### src/hdl/fbic_pkg.sv
`timescale 1ns / 1ps
// ----------------------------------------------------------------------------
// fbic_pkg
// Shared constants and types for the flash block image checker: block size,
// magic values, status codes and the result record.
// ----------------------------------------------------------------------------
package fbic_pkg;

  // block geometry
  localparam int BlockBytes = 1024;
  localparam int PosW       = $clog2(BlockBytes);

  // magic values
  localparam logic [23:0] HeaderMagic = 24'hCAFEBA;
  localparam logic [7:0]  TailMagic   = 8'hBE;
  localparam logic [7:0]  SumTarget   = 8'hFF;

  // size limit, wide enough for the largest block size
  localparam logic [23:0] SizeLimit = 24'(BlockBytes);

  // result stream packing
  localparam int OutDataW = 16;

  // status codes, in check priority order
  typedef enum logic [2:0] {
    ST_OK         = 3'd0,
    ST_BAD_HEADER = 3'd1,
    ST_BAD_TAIL   = 3'd2,
    ST_NAME_BIG   = 3'd3,
    ST_DATA_BIG   = 3'd4,
    ST_BAD_SUM    = 3'd5
  } status_t;

  // one result record
  typedef struct packed {
    logic        is_empty;
    logic [7:0]  seal_byte;
    status_t     status;
  } result_t;

endpackage

### src/hdl/fbic_core.sv
`timescale 1ns / 1ps
// ----------------------------------------------------------------------------
// fbic_core
// Running byte counter, the two 8-bit sums and the header / record capture.
// Flags the last byte of a block and forms its result combinationally.
// ----------------------------------------------------------------------------
module fbic_core (
  input  logic                 clk,
  input  logic                 rst_n,
  input  logic                 step,       // consume data_byte this cycle
  input  logic [7:0]           data_byte,
  output logic                 last_byte,  // data_byte closes the block
  output fbic_pkg::result_t    result
);

  logic [fbic_pkg::PosW-1:0] pos_r,    pos_nxt;
  logic [7:0]                total_r,  total_nxt;
  logic [7:0]                seal_r,   seal_nxt;
  logic [23:0]               header_r, header_nxt;
  logic [31:0]               record_r, record_nxt;

  logic [7:0]                total_sum;
  logic [7:0]                seal_sum;
  logic [7:0]                name_len;
  logic [22:0]               data_len;

  assign last_byte = (pos_r == fbic_pkg::PosW'(fbic_pkg::BlockBytes - 1));

  // sums including the byte at hand; byte 3 is left out of the seal sum
  assign total_sum = total_r + data_byte;
  assign seal_sum  = (pos_r == fbic_pkg::PosW'(3)) ? seal_r : seal_r + data_byte;

  // record word fields
  assign name_len = record_r[7:0];
  assign data_len = record_r[30:8];

  // next state: capture header and record bytes, clear after the last byte
  always_comb begin
    pos_nxt    = pos_r;
    total_nxt  = total_r;
    seal_nxt   = seal_r;
    header_nxt = header_r;
    record_nxt = record_r;
    if (step) begin
      if (last_byte) begin
        pos_nxt    = '0;
        total_nxt  = '0;
        seal_nxt   = '0;
        header_nxt = '0;
        record_nxt = '0;
      end else begin
        pos_nxt   = pos_r + fbic_pkg::PosW'(1);
        total_nxt = total_sum;
        seal_nxt  = seal_sum;
        if (pos_r == fbic_pkg::PosW'(0)) header_nxt[7:0]   = data_byte;
        if (pos_r == fbic_pkg::PosW'(1)) header_nxt[15:8]  = data_byte;
        if (pos_r == fbic_pkg::PosW'(2)) header_nxt[23:16] = data_byte;
        if (pos_r == fbic_pkg::PosW'(4)) record_nxt[7:0]   = data_byte;
        if (pos_r == fbic_pkg::PosW'(5)) record_nxt[15:8]  = data_byte;
        if (pos_r == fbic_pkg::PosW'(6)) record_nxt[23:16] = data_byte;
        if (pos_r == fbic_pkg::PosW'(7)) record_nxt[31:24] = data_byte;
      end
    end
  end

  // state registers
  always_ff @(posedge clk) begin
    if (!rst_n) begin
      pos_r    <= '0;
      total_r  <= '0;
      seal_r   <= '0;
      header_r <= '0;
      record_r <= '0;
    end else begin
      pos_r    <= pos_nxt;
      total_r  <= total_nxt;
      seal_r   <= seal_nxt;
      header_r <= header_nxt;
      record_r <= record_nxt;
    end
  end

  // block checks in priority order
  always_comb begin
    if (header_r != fbic_pkg::HeaderMagic)
      result.status = fbic_pkg::ST_BAD_HEADER;
    else if (data_byte != fbic_pkg::TailMagic)
      result.status = fbic_pkg::ST_BAD_TAIL;
    else if ({16'd0, name_len} > fbic_pkg::SizeLimit)
      result.status = fbic_pkg::ST_NAME_BIG;
    else if ({1'b0, data_len} > fbic_pkg::SizeLimit)
      result.status = fbic_pkg::ST_DATA_BIG;
    else if (total_sum != fbic_pkg::SumTarget)
      result.status = fbic_pkg::ST_BAD_SUM;
    else
      result.status = fbic_pkg::ST_OK;
    result.seal_byte = fbic_pkg::SumTarget - seal_sum;
    result.is_empty  = (name_len == 8'd0);
  end

  // counter never leaves the block
  a_pos_range: assert property (@(posedge clk) disable iff (!rst_n)
    pos_r <= fbic_pkg::PosW'(fbic_pkg::BlockBytes - 1))
    else $error("byte counter beyond block end");

  // counter advances by one on each byte inside a block
  a_pos_step: assert property (@(posedge clk) disable iff (!rst_n)
    step && !last_byte |=> pos_r == $past(pos_r) + fbic_pkg::PosW'(1))
    else $error("byte counter did not advance");

  // block end restarts all running state
  a_block_clear: assert property (@(posedge clk) disable iff (!rst_n)
    step && last_byte |=> pos_r == '0 && total_r == '0 && seal_r == '0
      && header_r == '0 && record_r == '0)
    else $error("state not cleared after block end");

endmodule
### config.mk
export PLATFORM = sky130hd
export DESIGN_NAME = fbic_core
export DESIGN_NICKNAME = d
export VERILOG_FILES = /design/src/hdl/fbic_pkg.sv /design/src/hdl/fbic_core.sv
export SDC_FILE = /design/constraint.sdc
export NUM_CORES = 1
export LEC_CHECK = 0
export BUFFER_PORTS_ARGS = -buffer_cell sky130_fd_sc_hd__clkbuf_2
export CELL_PAD_IN_SITES_DETAIL_PLACEMENT = 1
export CELL_PAD_IN_SITES_GLOBAL_PLACEMENT = 2
export CORE_MARGIN = 2
export CORE_UTILIZATION = 37
export DETAILED_ROUTE_END_ITERATION = 12
export PLACE_DENSITY_LB_ADDON = 0.1
export SETUP_SLACK_MARGIN = 0.5
export SYNTH_ARGS = -nofsm -noshare
export SYNTH_HDL_FRONTEND = slang
export SYNTH_SLANG_ARGS = --single-unit
### constraint.sdc
create_clock -name clk -period 4.5 [get_ports clk]
set_input_delay 1.125 -clock clk [delete_from_list [all_inputs] [get_ports clk]]
set_output_delay 1.125 -clock clk [all_outputs]
set_load 0.03 [all_outputs]
# Word level (Yosys, flattened, before mapping)
# Index checks and enable logic that the tools add are counted.
dict set report classes {
  add_sub_neg 4
  order_cmp 1
  n_eq_ne 11
  n_mux 17
  reduce_logical 16
}
# op count
set op_table {}
lappend op_table {{2-to-1 mux 8 bit} 9}
lappend op_table {{equality test 10 x 3 -> 1 bit, second input constant} 4}
lappend op_table {{2-to-1 mux 31 bit} 1}
lappend op_table {{2-to-1 mux 24 bit} 1}
lappend op_table {{!= test 24 bit, second input constant} 1}
lappend op_table {{greater-than comparator 23 x 11 -> 1 bit, second input constant} 1}
lappend op_table {{equality test 10 x 2 -> 1 bit, second input constant} 2}
lappend op_table {{adder 8 bit} 2}
lappend op_table {{!= test 8 bit, second input constant} 2}
lappend op_table {{AND reduction 2 bit} 7}
lappend op_table {{nonzero test 2 bit} 7}
lappend op_table {{2-to-1 mux 3 bit} 4}
lappend op_table {{adder 10 x 1 -> 10 bit, second input constant} 1}
lappend op_table {{equality test 10 x 1 -> 1 bit, second input constant} 1}
lappend op_table {{equality test 10 bit, second input constant} 1}
lappend op_table {{logical NOT 10 bit} 1}
lappend op_table {{2-to-1 mux 10 bit} 1}
lappend op_table {{logical NOT 8 bit} 1}
lappend op_table {{subtractor 8 bit, first input constant} 1}
lappend op_table {{2-to-1 mux 7 bit} 1}
dict set report totals {
  reg_bits 81
  input_bits 11
  out_inout_bits 13
  word_cells 59
}

# Logic depth before layout (Yosys ltp)
# Gate-level depths: netlist of the first run.
dict set report logic_depth {
  ltp_word 6
  depth_mapped 9
  depth_no_buf 8
}

# Worst setup path after synthesis of the first run
# OpenSTA, ideal clock, no wires.
dict set report synth_timing {
  path_kind {input port to output port}
  startpoint {in data_byte[0]}
  endpoint {out result[2] (netlist name)}
  t_arrival_ns 3.355
  required_ns 3.375
  slack_ns 0.020
  stages 8
  path_buffers 0
  cell_sequence {ha_1 -> fa_1 -> a211oi_1 -> o21bai_1 -> a21oi_1 -> xor2_1 -> inv_1 -> a311oi_1}
}
# item line_no
set synth_rtl {}
lappend synth_rtl {{from (decl)} fbic_core.sv:11} ;# input logic [7:0] data_byte,
lappend synth_rtl {{to (decl)} fbic_core.sv:13} ;# output fbic_pkg::result_t result

==> results of run 1 <==
worst paths after layout:
kind | endpoint | cells past startpoint
hold reg to reg | total_r[4] | 2
hold / removal | total_r[4] | 2
setup / recovery | result[2] | 10
setup reg to reg | header_r[15] | 6
through the flow:
stage	setup slack, ps	std cells	hold slack, ps
4_1_cts	144	664	499
3_3_place_gp	86.1	645	478
6_report	160	668	493
5_1_grt	62.8	668	532
2_1_floorplan	347	504	457
3_5_place_dp	-26.0	645	485
worst max-delay path: stages:
cell and delay (ps):
buf_8 100, ha_4 150, fa_2 350, a211oi_2 250, nor2_1 90, xor2_1 180, nand4_1 200, nor4_4 430
a311oi_4 150, clkbuf_8 200
sequential cells by signal, summed over array words and instances (netlist names):
signal and count:
header_r 24, record_r 31, seal_r 8, total_r 8, pos_r 10
layout make-up:
type                            instances  share of cell area, %
Multi-Input combinational cell        383                   52.4
Inverter                               10                  0.781
Sequential cell                        81                   33.8
Clock buffer                           10                   2.66
Clock inverter                          5                   1.17
Tap cell                              140                   3.65
Timing Repair Buffer                   39                   5.57
cells by family after synthesis:
| logic type | after synthesis |
|---|---|
| mux | 7 |
| simple gates | 236 |
| buf+inv | 40 |
| xor+xnor | 19 |
| compound gates | 101 |
| flops | 81 |
| fa+ha+maj | 20 |
where the power goes:
| group | total [mW] | switching, mW | leakage, nW | internal (mW) |
|---|---|---|---|---|
| combinational | 0.366 | 0.219 | 1.14 | 0.147 |
| sequential | 0.768 | 0.0232 | 0.658 | 0.745 |
| clock | 0.534 | 0.281 | 0.0925 | 0.254 |
repair_timing:
action                     CTS  global route
setup endpoints to repair    4             5
resized for setup           21             6
gates cloned                 0             0
buffers inserted             4             4
pin swaps                   12            11
placed cells by master (no fill, tap or decap), types with 8 or more instances in the layout:
cell / synthesis / layout
clkbuf_8: 0 / 11
nand2_1: 26 / 25
dfxtp_1: 81 / 81
a21boi_0: 10 / 10
o21ai_0: 62 / 61
nand3_1: 81 / 80
a21oi_1: 10 / 8
and2_1: 64 / 64
xor2_1: 14 / 14
ha_1: 18 / 14
inv_1: 10 / 10
clkbuf_2: 0 / 18
nor2_1: 19 / 19
buf_4: 1 / 17
per-layer routing:
| layer | part of all wire [%] | track usage (%) | up-vias |
|---|---|---|---|
| met4 | 1.7 | 7.59 | 0 |
| li1 | - | - | 1809 |
| met2 | 48 | 32.7 | 38 |
| met5 | 0 | 0 | - |
| met3 | 2.0 | 4.06 | 19 |
| met1 | 49 | 26.5 | 1815 |
==> impl_results.md, run 1 <==
- Post-synthesis sequential area ratio: 39.0%
- Mapped cell area: 4160 sq um
- Cts hold-fix bufs: 0
- FF+latch area: 1620 sq um
- XOR/XNOR share of the synthesized area: 4.00%
- Final Core Density: 44.1%
- Antenna violations before repair: 0
- Count of cell types in the netlist: 45
- Critical path launch point type: input pin
- Synth area leaders: dfxtp_1 (39%), nand3_1 (9.7%), and2_1 (9.6%)
- Mux contribution to synthesized area: 1.68%
- GP Congestion: 0.805
- WS Path Type: in2out
- H-Tree Depth: 3
- Synth Area in Compound Gates: 13.9%
- Die Footprint: 12100 sq um
- Hold Crit Class: reg2reg
- Design Power: 1.67 mW
- Placement Cell Area: 4420 sq um
- Wire length per cell: 17.3 um
- Yosys top cell area share: 39.0%
- Filler cell count: 1288
- First-pass DRT Iterations: 4
- Achievable frequency: 230 MHz
- R2r setup slk: 2010 ps
- Synth area leader: dfxtp_1
- Post-synth top cells: dfxtp_1 (81), nand3_1 (81), and2_1 (64), o21ai_0 (62), nand2_1 (26)
- Setup-failing EPs final: 0
- Setup TNS: 0 ps
- IO Pins: 24
- CP startpoint: data_byte[0]
- Die Width: 110 um
- Number of synthesized register bits: 81
- Worst-Margin Slew: 696 ps
- Largest family of logic cells by synthesized area: simple AND/OR/NAND/NOR gates
- Slew Limit Fails: 0
- Syn nets: 535
- Nets: 555
- Pwr Density: 347 nW/um^2
- Layout cells sized above 1: 14.0%
- Adder-Cell Fraction of Synth Area: 6.38%
- Core area: 10900 sq um
- Vias in the first global route: 3574
- Design area: 4800 sq um
- Initial core utilization: 38.2%
- Largest net degree at the start of global routing: 56
- CTS tree: built
- Worst setup EP type: output pin
- DRT antenna net count: 0
- Global-route wire length before repair: 18400 um
- Worst-skew pair later-pin latency: 380 ps
- Final hold vios: 0
- Overall routing resource usage: 20.2%
- Clock Skew: 10.3 ps
- Rows: 38
- Grt total ovfl: 0
- CTS Sinks: 81
- Height of the die: 110 um
- DR iter-0 viols: 164
- Via count: 3681
- Max cap viols: 0
- Final WL: 11600 um
- Syn-to-layout area delta: 15.5%
- Port Buffers: 23
- Crit path max fanout: 2
- DRC violations left: 0
- Worst rel slew slack: 53.5%
- CP arrival: 3220 ps
- Max VDD drop: 0.000122 V
- RSZ-0062 raised after global routing: yes
- Simple-gate portion of the synthesized area: 31.2%
- Period minus WS final: 4340 ps
- Ant. Diodes: 0
- Via-per-instance ratio: 5.51
- Req. time, crit path: 3380 ps
- Status: finished clean
- CTS Buffer Depth: 2
- CTS Root Cell: clkbuf_8
- Post-synth ARST share: 0%
- Leakage power: 1.89 nW
- CTS buffer count: 9
- Syn_area_per_cell: 8.25 sq um
- Period utilization: 96.5%
- HPWL after detailed placement: 7690 um
- Worst Hold Launch: total_r[4]
- YS warnings: 0
- Main synth FF type: dfxtp_1
- Reg2reg start: pos_r[3]
- CTS clk-pin slew, worst paths: 80 ps
- Number of flops mapped to enable cells by yosys: 0
- Mapped Cells: 504
- Multi-input logic area: 2520 sq um
Note: power is estimated with default switching activity, not from simulation.
==> run 2, diff against run 1 <==
- CAP_MARGIN: default -> 10
- SETUP_SLACK_MARGIN: 0.5 -> 0.3
==> run 2 against run 1 <==
Sequential share of layout area is 0.17 points lower; via count down 0.73%; setup slack about the same; clock-buffer cell count did not move; combinational power rose by 9.6%.
==> impl_results.md, run 2 (same netlist as run 1, synthesis figures left out) <==
- Wire length per cell: 17.8 um (+3.1%)
- IO Pins: 24 (unchanged)
- Clock Skew: 8.61 ps (-1.66 ps)
- Worst-Margin Slew: 905 ps (+210 ps)
- CTS tree: built
- Worst rel slew slack: 39.7% (-14 points)
- Rows: 38 (unchanged)
- DRC violations left: 0 (unchanged)
- Nets: 559 (+0.72%)
- Largest net degree at the start of global routing: 62 (+11%)
- Req. time, crit path: 3380 ps (about the same)
- Achievable frequency: 230 MHz (about the same)
- Ant. Diodes: 0 (unchanged)
- Period minus WS final: 4340 ps (-0.492 ps)
- Via count: 3654 (-0.73%)
- Commonest non-fill, non-tap cell in the layout: dfxtp_1
- Period utilization: 96.4% (about the same)
- Setup-failing EPs final: 0 (unchanged)
- Crit path max fanout: 3 (+1)
- WL met3: 278 um (+19%)
- Max VDD drop: 0.000240 V (+96%)
- HPWL after detailed placement: 7900 um (+2.8%)
- Status: finished clean
- Vias in the first global route: 3758 (+5.1%)
- H-Tree Depth: 3 (unchanged)
- DRT antenna net count: 0 (unchanged)
- Overall routing resource usage: 21.5% (+1.3 points)
- Height of the die: 110 um (unchanged)
- CP max-delay cell: fa_2
- Cts hold-fix bufs: 0 (unchanged)
- Syn-to-layout area delta: 16.1%
- Die Footprint: 12100 sq um (unchanged)
- Hold Crit Class: reg2reg
- CTS Buffer Depth: 2 (unchanged)
- Most flop-heavy register: record_r
- RSZ-0062 raised after global routing: yes
- Final hold vios: 0 (unchanged)
- Worst setup EP type: output pin
- Pwr Density: 365 nW/um^2 (+5.2%)
- Final WL: 12000 um (+3.9%)
- Met2 routed WL: 5710 um (+3.8%)
- Met1 WL: 5810 um (+3.1%)
- Via-per-instance ratio: 5.43 (-1.5%)
- Core area: 10900 sq um (unchanged)
- Final hold slack: 490 ps (-3.04 ps)
- Max reg flops: 31 (unchanged)
- GP Congestion: 0.865 (+7.5%)
- CTS buffer count: 9 (unchanged)
- CP arrival: 3210 ps (about the same)
- Layout cells sized above 1: 14.6% (+0.62 points)
- CTS Root Cell: clkbuf_8
- Final Core Density: 44.4% (+0.23 points)
- Antenna violations before repair: 0 (unchanged)
- First-pass DRT Iterations: 4 (unchanged)
- CTS Sinks: 81 (unchanged)
- Global-route wire length before repair: 19600 um (+6.6%)
- Worst-skew pair later-pin latency: 370 ps (about the same)
- Max cap viols: 0 (unchanged)
- Die Width: 110 um (unchanged)
- CTS clk-pin slew, worst paths: 80 ps (about the same)
- Critical path launch point type: input pin
- Largest regs: record_r (31), header_r (24), pos_r (10)
- Max incr delay on CP: 350 ps (-80 ps)
- Setup TNS: 0 ps (unchanged)
- Leakage power: 1.93 nW (+2.0%)
- WS Path Type: in2out
- Port Buffers: 23 (unchanged)
- Commonest cells after routing, fill and taps aside: dfxtp_1 (81), nand3_1 (80), and2_1 (64)
- Highest metal used: met4
- DR iter-0 viols: 152 (-7.3%)
- Slew Limit Fails: 0 (unchanged)
- Initial core utilization: 38.2% (unchanged)
- Critical Path, Cell by Cell: buf_8, ha_4, fa_2, a211oi_2, nor2_1, xor2_1, nand4_1, nor4_2, buf_4, a311oi_4, clkbuf_8
- Grt total ovfl: 0 (unchanged)
==> run 2: changes by cell type in the layout (fill, tap and decap cells not counted), sizes merged <==
| cell | delta |
|---|---|
| buf | +6 |
| bufinv | +1 |
| clkbuf | -2 |
| clkinv | +1 |
| inv | -1 |
==> run 2: metal layers <==
metal / up-vias / global-route usage, %
li1: 1824 / -
met1: 1776 / 28.4
met2: 35 / 35.1
met3: 19 / 5.29
met4: 0 / 5.52
met5: - / 0
==> run 2: final cells by class <==
class                           count  area [sq um]
Fill cell                        1324          6060
Clock buffer                       10           128
Tap cell                          140           175
Inverter                           10          37.5
Sequential cell                    81          1620
Timing Repair Buffer               43           289
Clock inverter                      6          82.6
Multi-Input combinational cell    383          2500
==> run 2: path summary, 6_finish.rpt <==
check / slack [ps] / depth (start not counted) / start / end
worst max-delay path: 160 / 11 / data_byte[0] / result[2]
worst min-delay path: 490 / 2 / total_r[2] / total_r[2]
worst max register to register: 1810 / 15 / total_r[4] / total_r[7]
worst min register to register: 490 / 2 / total_r[2] / total_r[2]
==> run 2: metrics by stage <==
step                      power [mW]  worst slack [ps]  instances  area, sq um
after floorplan                 1.01               310        504         4180
after global placement          1.09              64.3        644         4410
after detailed placement        1.11             -12.9        644         4410
after CTS                       1.76               227        669         4770
after global routing            1.85              55.1        673         4830
final                           1.76               160        673         4830
==> run 2: where the power goes <==
part,internal (mW),switching (mW)
registers,0.745,0.0237
clock network,0.310,0.284
logic,0.172,0.229
total,1.23,0.537
==> run 2: critical path, delay by kind of cell <==
kind                       cells  cell delay (ps)
xor gates and xnor gates       1              220
and+or+nand+nor                3              550
adders and majority gates      2              500
buffers and inverters          3              470
AOI/OAI and AO/OA              2              340
==> run 2: what timing repair did <==
item,4_1_cts,5_1_grt
endpoints found under the setup margin,2,5
endpoints found under the hold margin,0,0
cloned,0,0
setup buffers,9,4
resized for setup,14,13
pin swaps,11,13
==> run 3, diff against run 2 <==
- ABC_AREA: default -> 1
- CORE_UTILIZATION: 37 -> 35
==> run 3 against run 2 <==
Utilization shrank 4.2 points; area after synthesis grew 4.5%; fmax grew 8.9%; highest routed layer unchanged.
==> impl_results.md, run 3 <==
- Adder-Cell Fraction of Synth Area: 6.10% (-0.28 points)
- Max reg flops: 31 (unchanged)
- Synth Area in Compound Gates: 11.9% (-2.0 points)
- Worst Hold Launch: header_r[21]
- Syn_area_per_cell: 6.92 sq um (-16%)
- Largest family of logic cells by synthesized area: simple AND/OR/NAND/NOR gates
- YS warnings: 0 (unchanged)
- CTS Root Cell: clkbuf_16
- Pwr Density: 368 nW/um^2 (+0.73%)
- Status: finished clean
- Nets: 674 (+21%)
- Crit path top cell by count: nand3_1
- Critical Path, Cell by Cell: buf_2, ha_2, fa_1, nand3_1, nand3_1, nand2_1, nand3_1, nor2_1, nand3_1, nand2_1, nand2_1, clkbuf_2
- Initial core utilization: 36.0% (-2.2 points)
- Via count: 4113 (+13%)
- Largest regs: record_r (31), header_r (24), pos_r (10)
- Rows: 40 (+5.3%)
- CTS clk-pin slew, worst paths: 60 ps (-20 ps)
- Number of flops mapped to enable cells by yosys: 0 (unchanged)
- Synth area leader: dfxtp_1
- Worst setup EP type: output pin
- H-Tree Depth: 3 (unchanged)
- Final Core Density: 40.2% (-4.2 points)
- R2R Path End: record_r[5]
- Top-count cell post-synth: nand2_1
- Worst-skew pair later-pin latency: 350 ps (-20 ps)
- R2r setup slk: 1890 ps (+80 ps)
- HPWL after detailed placement: 8980 um (+14%)
- Max VDD drop: 0.000167 V (-31%)
- Cts hold-fix bufs: 0 (unchanged)
- Mux contribution to synthesized area: 0% (-1.7 points)
- Die Width: 115 um (+4.9%)
- Grt total ovfl: 0 (unchanged)
- Mapped cell area: 4350 sq um (+4.5%)
- Global-route wire length before repair: 21100 um (+7.7%)
- Ant. Diodes: 0 (unchanged)
- Commonest cells after routing, fill and taps aside: nand2_1 (166), nand3_1 (82), dfxtp_1 (81)
- Final WL: 12800 um (+6.3%)
- Worst rel slew slack: 46.3% (+6.6 points)
- Height of the die: 115 um (+4.9%)
- PnR worst setup slack: 515 ps (+355 ps)
- Via-per-instance ratio: 5.04 (-7.2%)
- Port Buffers: 23 (unchanged)
- CP max-delay cell: fa_1
- Synth area leaders: dfxtp_1 (37%), nand2_1 (14%), nand3_1 (9.4%)
- Syn nets: 659 (+23%)
- Req. time, crit path: 3380 ps (about the same)
- Yosys top cell area share: 37.3% (-1.7 points)
- Post-synth top cells: nand2_1 (166), nand3_1 (82), dfxtp_1 (81), a21oi_1 (79), inv_1 (59)
- Slew Limit Fails: 0 (unchanged)
- Max cap viols: 0 (unchanged)
- Worst R2R Path Depth: 7 (-8)
- DRC violations left: 0 (unchanged)
- Layout cells sized above 1: 11.0% (-3.7 points)
- Post-synth ARST share: 0% (unchanged)
- Clock Skew: 5.03 ps (-3.58 ps)
- Setup-failing EPs final: 0 (unchanged)
- Hold Crit Class: reg2reg
- Placed cell count: 800 (+24%)
- Hold Crit Depth: 2 (unchanged)
- XOR/XNOR share of the synthesized area: 1.21% (-2.8 points)
- Mapped Cells: 628 (+25%)
- CP arrival: 2860 ps (-350 ps)
- Final hold slack: 461 ps (-29.8 ps)
- RSZ-0062 raised after global routing: no
- Period minus WS final: 3980 ps (-355 ps)
- Max incr delay on CP: 440 ps (+90 ps)
- Wire length per cell: 15.6 um (-12%)
- IO Pins: 24 (unchanged)
- Fin cells: 816 (+21%)
- Setup TNS: 0 ps (unchanged)
- DRT antenna net count: 0 (unchanged)
- Post-synthesis sequential area ratio: 37.3% (-1.7 points)
- Number of synthesized register bits: 81 (unchanged)
- Period utilization: 88.6% (-7.9 points)
- Commonest non-fill, non-tap cell in the layout: nand2_1
- Reg2reg start: pos_r[1]
- Die Footprint: 13300 sq um (+10%)
- GP Congestion: 0.779 (-10%)
- Critical path launch point type: input pin
- Largest net degree at the start of global routing: 54 (-13%)
- Count of cell types in the netlist: 41 (-8.9%)
- DR iter-0 viols: 113 (-26%)
- Worst-Margin Slew: 805 ps (-101 ps)
- Most flop-heavy register: record_r
- Overall routing resource usage: 20.6% (-0.94 points)
- Pre-CTS setup slack: 412 ps (+425 ps)
- Crit path max fanout: 10 (+7)
- CP startpoint: data_byte[0]
- Leakage power: 2.07 nW (+7.3%)
- Simple-gate portion of the synthesized area: 34.2% (+3.0 points)
- Post-CTS Setup Bufs: 0 (-9)
- Critical Path End: result[0]
- CTS tree: built
- CTS Sinks: 81 (unchanged)
- Achievable frequency: 251 MHz (+8.9%)
- WS Path Type: in2out
- CTS Buffer Depth: 2 (unchanged)
- CTS buffer count: 9 (unchanged)
- First-pass DRT Iterations: 4 (unchanged)
- Final hold vios: 0 (unchanged)
- Vias in the first global route: 4220 (+12%)
- Syn-to-layout area delta: 11.5%
- Antenna violations before repair: 0 (unchanged)
- Core area: 12100 sq um (+11%)
- Main synth FF type: dfxtp_1
## run 3: cell types whose count changed after synthesis, sizes merged, moves of 10 or more
cell    previous run  this run
a21boi            10         0
a21oi             10        80
and2              64         2
inv               10        68
nand2             26       168
nand4              7        17
nor2              19        40
o21ai             62         7
## run 3: cell type report
cell class	count	area, sq um
inverters	68	255
well taps	168	210
clock buffers	10	239
fillers	1561	7210
multi-input cells	454	2320
flip-flops and latches	81	1620
clock inverters	6	42.5
repair buffers	29	160
## run 3: worst min-delay path by stage
| stage | end | slack [ps] |
|---|---|---|
| 3_5_place_dp | record_r[14] | 450 |
| 2_1_floorplan | record_r[2] | 440 |
| 6_report | header_r[21] | 460 |
| 5_1_grt | header_r[21] | 480 |
| 3_3_place_gp | record_r[30] | 450 |
| 4_1_cts | record_r[19] | 460 |
## run 3: kinds of logic after synthesis
logic type / Yosys count
and+or+nand+nor: 331
AOI/OAI and AO/OA: 97
buffers and inverters: 93
DFF: 81
adders and majority gates: 20
xor gates and xnor gates: 6
## run 3: routing by layer
metal | track usage (%) | vias up | part of all wire (%)
met5 | 0 | - | 0
li1 | - | 2090 | -
met3 | 3.14 | 20 | 2.0
met1 | 26.1 | 1970 | 48
met4 | 7.71 | 0 | 2.1
met2 | 35.3 | 33 | 48
## run 3: repair_timing
action | CTS | global route
resized for setup | 0 | 2
endpoints found under the setup margin | 0 | 2
endpoints found under the hold margin | 0 | 0
## run 3: through the flow
step | cell area [sq um] | power (mW)
4_1_cts | 4850 | 1.81
3_3_place_gp | 4570 | 1.09
6_report | 4850 | 1.78
2_1_floorplan | 4350 | 1.00
5_1_grt | 4850 | 1.88
3_5_place_dp | 4570 | 1.10
## run 3: power by group
part | internal [mW] | leakage [nW] | switching, mW
Sequential | 0.744 | 0.658 | 0.0187
Combinational | 0.101 | 1.28 | 0.212
Clock | 0.390 | 0.135 | 0.319
Total | 1.23 | 2.07 | 0.549
## run 3: critical path: cells and delay by family
kind,cells,cell delay (ps)
buffers and inverters,2,360
adder cells (fa/ha/maj),2,680
AND/OR/NAND/NOR,8,700
